## config.mk

```make
export PLATFORM = sky130hd
export DESIGN_NAME = cgl_ctrl
export DESIGN_NICKNAME = d
export VERILOG_FILES = /design/src/hdl/cgl_pkg.sv /design/src/hdl/cgl_ctrl.sv
export VERILOG_INCLUDE_DIRS = /design/src /design/src/hdl
export SDC_FILE = /design/constraint.sdc
export NUM_CORES = 1
export LEC_CHECK = 0
export ABC_AREA = 1
export BUFFER_PORTS_ARGS = -buffer_cell sky130_fd_sc_hd__buf_2
export CORE_MARGIN = 1.5
export CORE_UTILIZATION = 53
export DETAILED_ROUTE_END_ITERATION = 16
export PLACE_DENSITY = 0.78
export SLEW_MARGIN = 20
export SYNTH_ARGS = -nofsm -noshare
export SYNTH_HDL_FRONTEND = slang
export SYNTH_SLANG_ARGS = --single-unit
export TNS_END_PERCENT = 100
```

## constraint.sdc

```tcl
create_clock -name clk -period 2 [get_ports clk]
set_input_delay 0.4 -clock clk [delete_from_list [all_inputs] [get_ports clk]]
set_output_delay 0.4 -clock clk [all_outputs]
set_load 0.01 [all_outputs]
```

## src/hdl/assert_macros.svh

```systemverilog
// assertion helpers shared by the rtl files
`ifndef ASSERT_MACROS_SVH
`define ASSERT_MACROS_SVH
`ifndef SYNTH
// same-cycle implication
`define ASSERT_IMP(lbl, ck, rs, ante, cons) \
  lbl: assert property (@(posedge ck) disable iff (rs) (ante) |-> (cons)) \
    else $error("assertion failed");
// next-cycle implication
`define ASSERT_NXT(lbl, ck, rs, ante, cons) \
  lbl: assert property (@(posedge ck) disable iff (rs) (ante) |=> (cons)) \
    else $error("assertion failed");
`else
`define ASSERT_IMP(lbl, ck, rs, ante, cons)
`define ASSERT_NXT(lbl, ck, rs, ante, cons)
`endif
`endif

```

## src/hdl/cgl_pkg.sv

```systemverilog
`default_nettype none
package cgl_pkg;

  localparam int FRAC_BITS_DEF = 16;
  // widest divider operand: p^2 + 2n^2 + pn + eps
  localparam int NUM_W = 66;
  localparam int ADDR_W = 3;

  localparam logic [1:0] SLOPE_MINMOD = 2'd0;
  localparam logic [1:0] SLOPE_VENKAT = 2'd1;
  localparam logic [1:0] SLOPE_CUBIC  = 2'd2;

  localparam logic REG_SLOPE_MODE  = 1'b0;
  localparam logic REG_SECOND_MODE = 1'b1;

  typedef enum logic [4:0] {
    S_IDLE, S_DECIDE, S_LIM_ONE, S_MUL_PP, S_MUL_PN, S_MUL_NN, S_ACC_NN,
    S_DIV_VK, S_DIV_PN, S_WAIT_LIM, S_LIM_DIV, S_CUB_Y, S_CUB_D,
    S_CUB_T, S_CUB_LIM, S_FOLD, S_SEC_SS, S_SEC_CHK, S_SEC_ONE, S_SEC_PASS,
    S_SEC_DIV, S_WAIT_DY, S_SEC_YY, S_SEC_YT, S_SEC_W, S_SEC_WL, S_SEC_R,
    S_EMIT
  } state_t;

  typedef enum logic [4:0] {
    CMD_NOP, CMD_LOAD, CMD_LIM_ONE, CMD_MUL_PP, CMD_MUL_PN, CMD_MUL_NN,
    CMD_ACC_NN, CMD_DIV_VK, CMD_DIV_PN, CMD_LIM_DIV, CMD_CUB_Y, CMD_CUB_D,
    CMD_CUB_T, CMD_CUB_LIM, CMD_FOLD, CMD_SEC_SS, CMD_SEC_DIV, CMD_SEC_YY,
    CMD_SEC_YT, CMD_SEC_W, CMD_SEC_WL, CMD_SEC_R, CMD_SEC_ONE, CMD_SEC_PASS,
    CMD_EMIT
  } cmd_t;

  typedef struct packed {
    logic fzero;
    logic ge_mm;
    logic ge_cub;
    logic last;
    logic div_busy;
    logic s_le_eps;
    logic s_ge_2eps;
    logic out_free;
  } status_t;

endpackage
`default_nettype wire

```

## src/hdl/cgl_ctrl.sv

```systemverilog
`default_nettype none
`include "assert_macros.svh"
module cgl_ctrl (
  input  logic             clk,
  input  logic             rst,
  input  logic             face_valid,
  output logic             face_ready,
  input  logic [1:0]       slope_mode,
  input  logic             second_mode,
  input  cgl_pkg::status_t status,
  output cgl_pkg::cmd_t    cmd
);
  import cgl_pkg::*;

  state_t state, state_next;

  always_ff @(posedge clk) begin
    if (rst) begin
      state <= S_IDLE;
    end else begin
      state <= state_next;
    end
  end

  always_comb begin
    state_next = state;
    unique case (state)
      S_IDLE: if (face_valid) state_next = S_DECIDE;
      S_DECIDE: begin
        priority if (status.fzero) state_next = S_LIM_ONE;
        else if (slope_mode == SLOPE_MINMOD)
          state_next = status.ge_mm ? S_LIM_ONE : S_DIV_PN;
        else if (slope_mode == SLOPE_CUBIC)
          state_next = status.ge_cub ? S_LIM_ONE : S_DIV_PN;
        else state_next = S_MUL_PP;
      end
      S_MUL_PP:   state_next = S_MUL_PN;
      S_MUL_PN:   state_next = S_MUL_NN;
      S_MUL_NN:   state_next = S_ACC_NN;
      S_ACC_NN:   state_next = S_DIV_VK;
      S_DIV_VK:   state_next = S_WAIT_LIM;
      S_DIV_PN:   state_next = S_WAIT_LIM;
      S_WAIT_LIM: begin
        if (!status.div_busy) begin
          state_next = (slope_mode == SLOPE_CUBIC) ? S_CUB_Y : S_LIM_DIV;
        end
      end
      S_LIM_DIV:  state_next = S_FOLD;
      S_LIM_ONE:  state_next = S_FOLD;
      S_CUB_Y:    state_next = S_CUB_D;
      S_CUB_D:    state_next = S_CUB_T;
      S_CUB_T:    state_next = S_CUB_LIM;
      S_CUB_LIM:  state_next = S_FOLD;
      S_FOLD: begin
        priority if (!status.last) state_next = S_IDLE;
        else if (second_mode) state_next = S_SEC_SS;
        else state_next = S_SEC_PASS;
      end
      S_SEC_SS:   state_next = S_SEC_CHK;
      S_SEC_CHK: begin
        priority if (status.s_le_eps) state_next = S_SEC_ONE;
        else if (status.s_ge_2eps) state_next = S_SEC_PASS;
        else state_next = S_SEC_DIV;
      end
      S_SEC_ONE:  state_next = S_EMIT;
      S_SEC_PASS: state_next = S_EMIT;
      S_SEC_DIV:  state_next = S_WAIT_DY;
      S_WAIT_DY:  if (!status.div_busy) state_next = S_SEC_YY;
      S_SEC_YY:   state_next = S_SEC_YT;
      S_SEC_YT:   state_next = S_SEC_W;
      S_SEC_W:    state_next = S_SEC_WL;
      S_SEC_WL:   state_next = S_SEC_R;
      S_SEC_R:    state_next = S_EMIT;
      S_EMIT:     if (status.out_free) state_next = S_IDLE;
      default:    state_next = S_IDLE;
    endcase
  end

  always_comb begin
    face_ready = state == S_IDLE;
    unique case (state)
      S_IDLE:     cmd = face_valid ? CMD_LOAD : CMD_NOP;
      S_LIM_ONE:  cmd = CMD_LIM_ONE;
      S_MUL_PP:   cmd = CMD_MUL_PP;
      S_MUL_PN:   cmd = CMD_MUL_PN;
      S_MUL_NN:   cmd = CMD_MUL_NN;
      S_ACC_NN:   cmd = CMD_ACC_NN;
      S_DIV_VK:   cmd = CMD_DIV_VK;
      S_DIV_PN:   cmd = CMD_DIV_PN;
      S_LIM_DIV:  cmd = CMD_LIM_DIV;
      S_CUB_Y:    cmd = CMD_CUB_Y;
      S_CUB_D:    cmd = CMD_CUB_D;
      S_CUB_T:    cmd = CMD_CUB_T;
      S_CUB_LIM:  cmd = CMD_CUB_LIM;
      S_FOLD:     cmd = CMD_FOLD;
      S_SEC_SS:   cmd = CMD_SEC_SS;
      S_SEC_ONE:  cmd = CMD_SEC_ONE;
      S_SEC_PASS: cmd = CMD_SEC_PASS;
      S_SEC_DIV:  cmd = CMD_SEC_DIV;
      S_SEC_YY:   cmd = CMD_SEC_YY;
      S_SEC_YT:   cmd = CMD_SEC_YT;
      S_SEC_W:    cmd = CMD_SEC_W;
      S_SEC_WL:   cmd = CMD_SEC_WL;
      S_SEC_R:    cmd = CMD_SEC_R;
      S_EMIT:     cmd = status.out_free ? CMD_EMIT : CMD_NOP;
      default:    cmd = CMD_NOP;
    endcase
  end

  `ASSERT_IMP(a_idle_div_quiet, clk, rst, state == S_IDLE, !status.div_busy)
  `ASSERT_NXT(a_load_decide, clk, rst, cmd == CMD_LOAD, state == S_DECIDE)

endmodule
`default_nettype wire

```

Yosys cells after proc, flatten, opt, wreduce, memory -nomap -nowiden
Cells that the tools add are included.

Multiplexer cells: 18. Bitwise operators: 0. Add/subtract/negate cells: 0. $lt $le $gt $ge: 0. Reduce and logical (&&, ||, !) cells: 6. Shifts and indexed selects: 0. Eq/ne operators: 32. Multipliers: 0. Divide/modulo/power cells: 0.

Operators by type and width (number): 5-bit case mux with 24 select lines (1); 5-bit case mux with 23 select lines (1); 5-bit equality test (second input constant) (12); 5-bit by 4-bit equality test with 1-bit output (second input constant) (8); 5-bit 2-to-1 mux (6); 5-bit by 3-bit equality test with 1-bit output (second input constant) (4); 4-bit 2-to-1 mux (5); 5-bit by 2-bit equality test with 1-bit output (second input constant) (2); 2-bit != test (second input constant) (4); 3-bit 2-to-1 mux (2); 3-bit OR reduction (2); 5-bit by 1-bit equality test with 1-bit output (second input constant) (1); 5-bit zero test (1); 4-bit AND reduction (1); 2-bit equality test (second input constant) (1); 2-bit zero test (1); 1-bit 2-to-1 mux (2); 2-bit 2-to-1 mux (1); 2-bit OR reduction (1).

RAM bits: 0. Bits in latches: 0. Output and inout bits: 6. Memories kept: 0. Bits in registers: 5. Logic and storage cells: 57. Bits of input ports: 14. Bits in read-only memories: 0.

Depth between registers and ports, before layout
Depth after elaboration: 5. Mapped depth: 11. Depth with buffers taken out: 11.

Least setup slack after synthesis
OpenSTA, ideal clock, no wires.

Kind: register to output. Start: register state[1]. End: output cmd[3]. Data required time: 1.600 ns. Slack: 0.364 ns. Stages on the path, launching flop included: 8. Data arrival time: 1.236 ns. Path buffers: 0. Cell sequence: dfxtp_1 -> nor2_4 -> nand2_1 -> nor2_1 -> nor2_1 -> inv_1 -> nor4_1 -> nand3_1.

Word-level cells in the longest chain between the ends: 2. Elaborated cells on any way between the ends: 25.

RTL lines: from (decl) (RTL line cgl_ctrl.sv:15) `state_t state, state_next;`; from (signal assigned) (RTL line cgl_ctrl.sv:21) `state <= state_next;`; 5-bit equality test, or another cell as far along (RTL line cgl_ctrl.sv:81) `unique case (state)`; 5-bit case mux with 24 select lines * (RTL line cgl_ctrl.sv:81); to (decl) (RTL line cgl_ctrl.sv:11) `output cgl_pkg::cmd_t cmd`.

Mark *: on every way between the ends. The rest lies on a longest branch, timed or not.

Final worst setup path
Same ends and word-level chain as after synthesis.

==> results.json <==
{
  "grt_pass1_wl_um": 4770,
  "routedWlPerCell_um": 13.6,
  "initial_utilization": 0.576,
  "finalPower_mw": 1.40,
  "regMostFlops": "state",
  "worst-path-max-fanout": 6,
  "h-tree-depth": 1,
  "numPortBuffers": 19,
  "ys_seq_area_frac": 0.113,
  "largest_register_ff_count": 5,
  "synth_area_um2": 888,
  "syn-mean-instance-area_um2": 5.08,
  "dieArea_um2": 1930,
  "ys_ff_latch": 5,
  "clockRootBuffer": "clkbuf_4",
  "end_kind": "output pin",
  "syn_to_final_growth_pct": 31.7,
  "tritoncts": "built",
  "place_inst": 212,
  "ant_nets": 0,
  "finalCritPeriodShare": 0.963,
  "powerDensity_nw_per_um2": 1200,
  "synth_cell_types": 24,
  "outcome": "complete, no violations",
  "comb_power_share": 0.743,
  "yosys_warnings": 0,
  "synthCells": 175,
  "slew_headroom": 0.716,
  "numCtsBuffers": 3,
  "r2r-start": "state[1]",
  "p_leak_nw": 0.662,
  "drt_iter0_drc": 94,
  "met3_usage": 0.0750,
  "fin_nets": 219,
  "rrSetupSlack_ps": 370,
  "antenna_cells": 0,
  "ioPinCount": 20,
  "firstDrtPassIters": 6,
  "drive_gt1_frac": 0.338,
  "die_h_um": 43.9,
  "hold_end": "state[0]",
  "totalWireLength_um": 2990,
  "hold_viol_final": 0,
  "die-width_um": 43.9,
  "cts.sinks": 5,
  "switchingPower_uw": 773,
  "grt-ovfl-total": 0,
  "synthesis.nets": 189,
  "min_period_ps": 1930,
  "drv_slew": 0,
  "grt_max_degree": 12,
  "timing.hold.ws_ps": 377,
  "setup_viol": 0,
  "antenna_found_initial": 0,
  "worst_pin_slew_ps": 423,
  "cp.required_ps": 1600,
  "placementRows": 14,
  "yosysTopAreaCell": "nand2_1",
  "vdd_drop_max_v": 0.00103,
  "clock_skew_ps": 0.798,
  "worstSkewPairLatency_ps": 240,
  "gr-usage-all-layers": 0.325,
  "synth_top_area_frac": 0.215,
  "viasPerCell": 5.92,
  "reg2reg_to": "state[4]",
  "internal-power_uw": 626,
  "post-route-cell-area_um2": 1170,
  "cts.path.max_buffers": 2,
  "placed_area_um2": 1020,
  "gp_congestion": 0.987,
  "largestRegisters": "state: 5 flops",
  "use_met1": 0.407,
  "fmax_mhz": 519,
  "hold_class": "input port to register",
  "max_cap_violations": 0,
  "sw_frac_of_total": 0.553,
  "tns_ps": 0,
  "finalNonFillerCells": 220,
  "seqPwrFrac": 0.173,
  "post-route-drc-count": 0,
  "clkPwrFrac": 0.084,
  "synth_area_leaders": "nand2_1 (22%), nor2_1 (13%), nand3_1 (12%)",
  "met2_usage": 0.544,
  "path_clk_slew_ps": 40,
  "criticalPathCategory": "register to output pin",
  "core_um2": 1540,
  "first_global_vias": 1119,
  "min_from": "rst",
  "r2r_cells": 8,
  "hold_depth": 2,
  "num_vias": 1302,
  "dp_hpwl_um": 2290,
  "worstSetupStartpointType": "register",
  "gr-max-usage-layer": "met2",
  "cp.arrival_ps": 1530
}
==> cell usage after synthesis <==
cell and count:
buf_6 1, nor2_2 7, nand4_1 4, nor3_2 2
nor2_1 31, o21ai_0 4, a21oi_1 7, buf_2 1
o2111ai_1 1, inv_1 18, nand2_2 4, o221ai_1 1
nand3b_1 2, o22ai_1 2, o21bai_1 1, nor4_1 1
nor3_1 4, nand2_1 51, a21boi_2 1, inv_2 4
dfxtp_1 5, nand3_1 21, nor2_4 1, or2_2 1
==> power groups by stage <==
| stage | clock, mW | sequential, mW | combinational [mW] |
|---|---|---|---|
| after floorplan | 0 | 0.183 | 0.645 |
| after global placement | 0 | 0.198 | 0.859 |
| after detailed placement | 0 | 0.202 | 0.862 |
| after CTS | 0.121 | 0.213 | 0.870 |
| after global routing | 0.129 | 0.249 | 1.12 |
| final | 0.118 | 0.242 | 1.04 |
==> layout by cell type, fill, tap and decap left out <==
cell type / n
nand2_1: 47
nor2_1: 27
nand3_1: 20
buf_2: 19
inv_1: 16
nand2_2: 7
nor2_2: 7
a21oi_1: 7
buf_4: 7
inv_2: 5
nor2_4: 5
nand4_1: 4
nor3_2: 4
dfxtp_4: 4
o21ai_0: 3
clkbuf_4: 3
o22ai_1: 2
nor3_1: 2
nand3b_1: 2
inv_4: 1
nand3_4: 1
nand2_4: 1
o2111ai_1: 1
o21ai_1: 1
nor4_2: 1
a21boi_2: 1
or2_2: 1
o221ai_1: 1
o21bai_1: 1
clkbuf_1: 1
buf_6: 1
dfxtp_2: 1
==> how the worst max path moves through the flow <==
stage / endpoint / slack (ps) / startpoint
finish: cmd[3] / 70 / state[1]
global route: cmd[3] / -20 / state[1]
CTS: cmd[4] / 4 / state[2]
detailed placement: cmd[3] / 170 / state[1]
global placement: cmd[3] / 220 / state[1]
floorplan: cmd[3] / 360 / state[1]
==> worst max-delay path, cell delays in order, from the launching register on <==
cell and delay, ps:
dfxtp_4 380, nor2_4 60, nand2_2 120, nor2_4 50
nor2_4 110, inv_2 60, nor4_2 260, nand3_1 100
buf_2 140
==> layer usage <==
layer	vias to the layer above	share of wire
met5	-	0
met4	0	0.048
met3	18	0.14
met2	118	0.46
met1	537	0.36
li1	629	-
==> final cells by class <==
type / instances / area (um^2)
Clock buffer: 4 / 26.3
Fill cell: 129 / 372
Inverter: 22 / 85.1
Multi-Input combinational cell: 146 / 763
Sequential cell: 5 / 116
Tap cell: 16 / 20.0
Timing Repair Buffer: 27 / 159
==> logic make-up after synthesis <==
kind of cell / after synthesis / share of synthesized area
compound gates: 17 / 0.117
simple gates: 129 / 0.659
flops: 5 / 0.113
buf+inv: 24 / 0.111
==> stage by stage <==
stage,setup slack (ps),utilization
after global routing,-15.9,0.759
after detailed placement,165,0.660
final,73.7,0.759
after floorplan,364,-
after CTS,3.61,0.683
after global placement,218,0.660
==> timing repair <==
action	in CTS	in global routing
endpoints found under the setup margin	4	5
hold endpoints to repair	0	0
setup buffers	0	4
hold buffers	0	0
resized for setup	6	26
pin swaps	0	5
(Power assumes the default switching activity.)
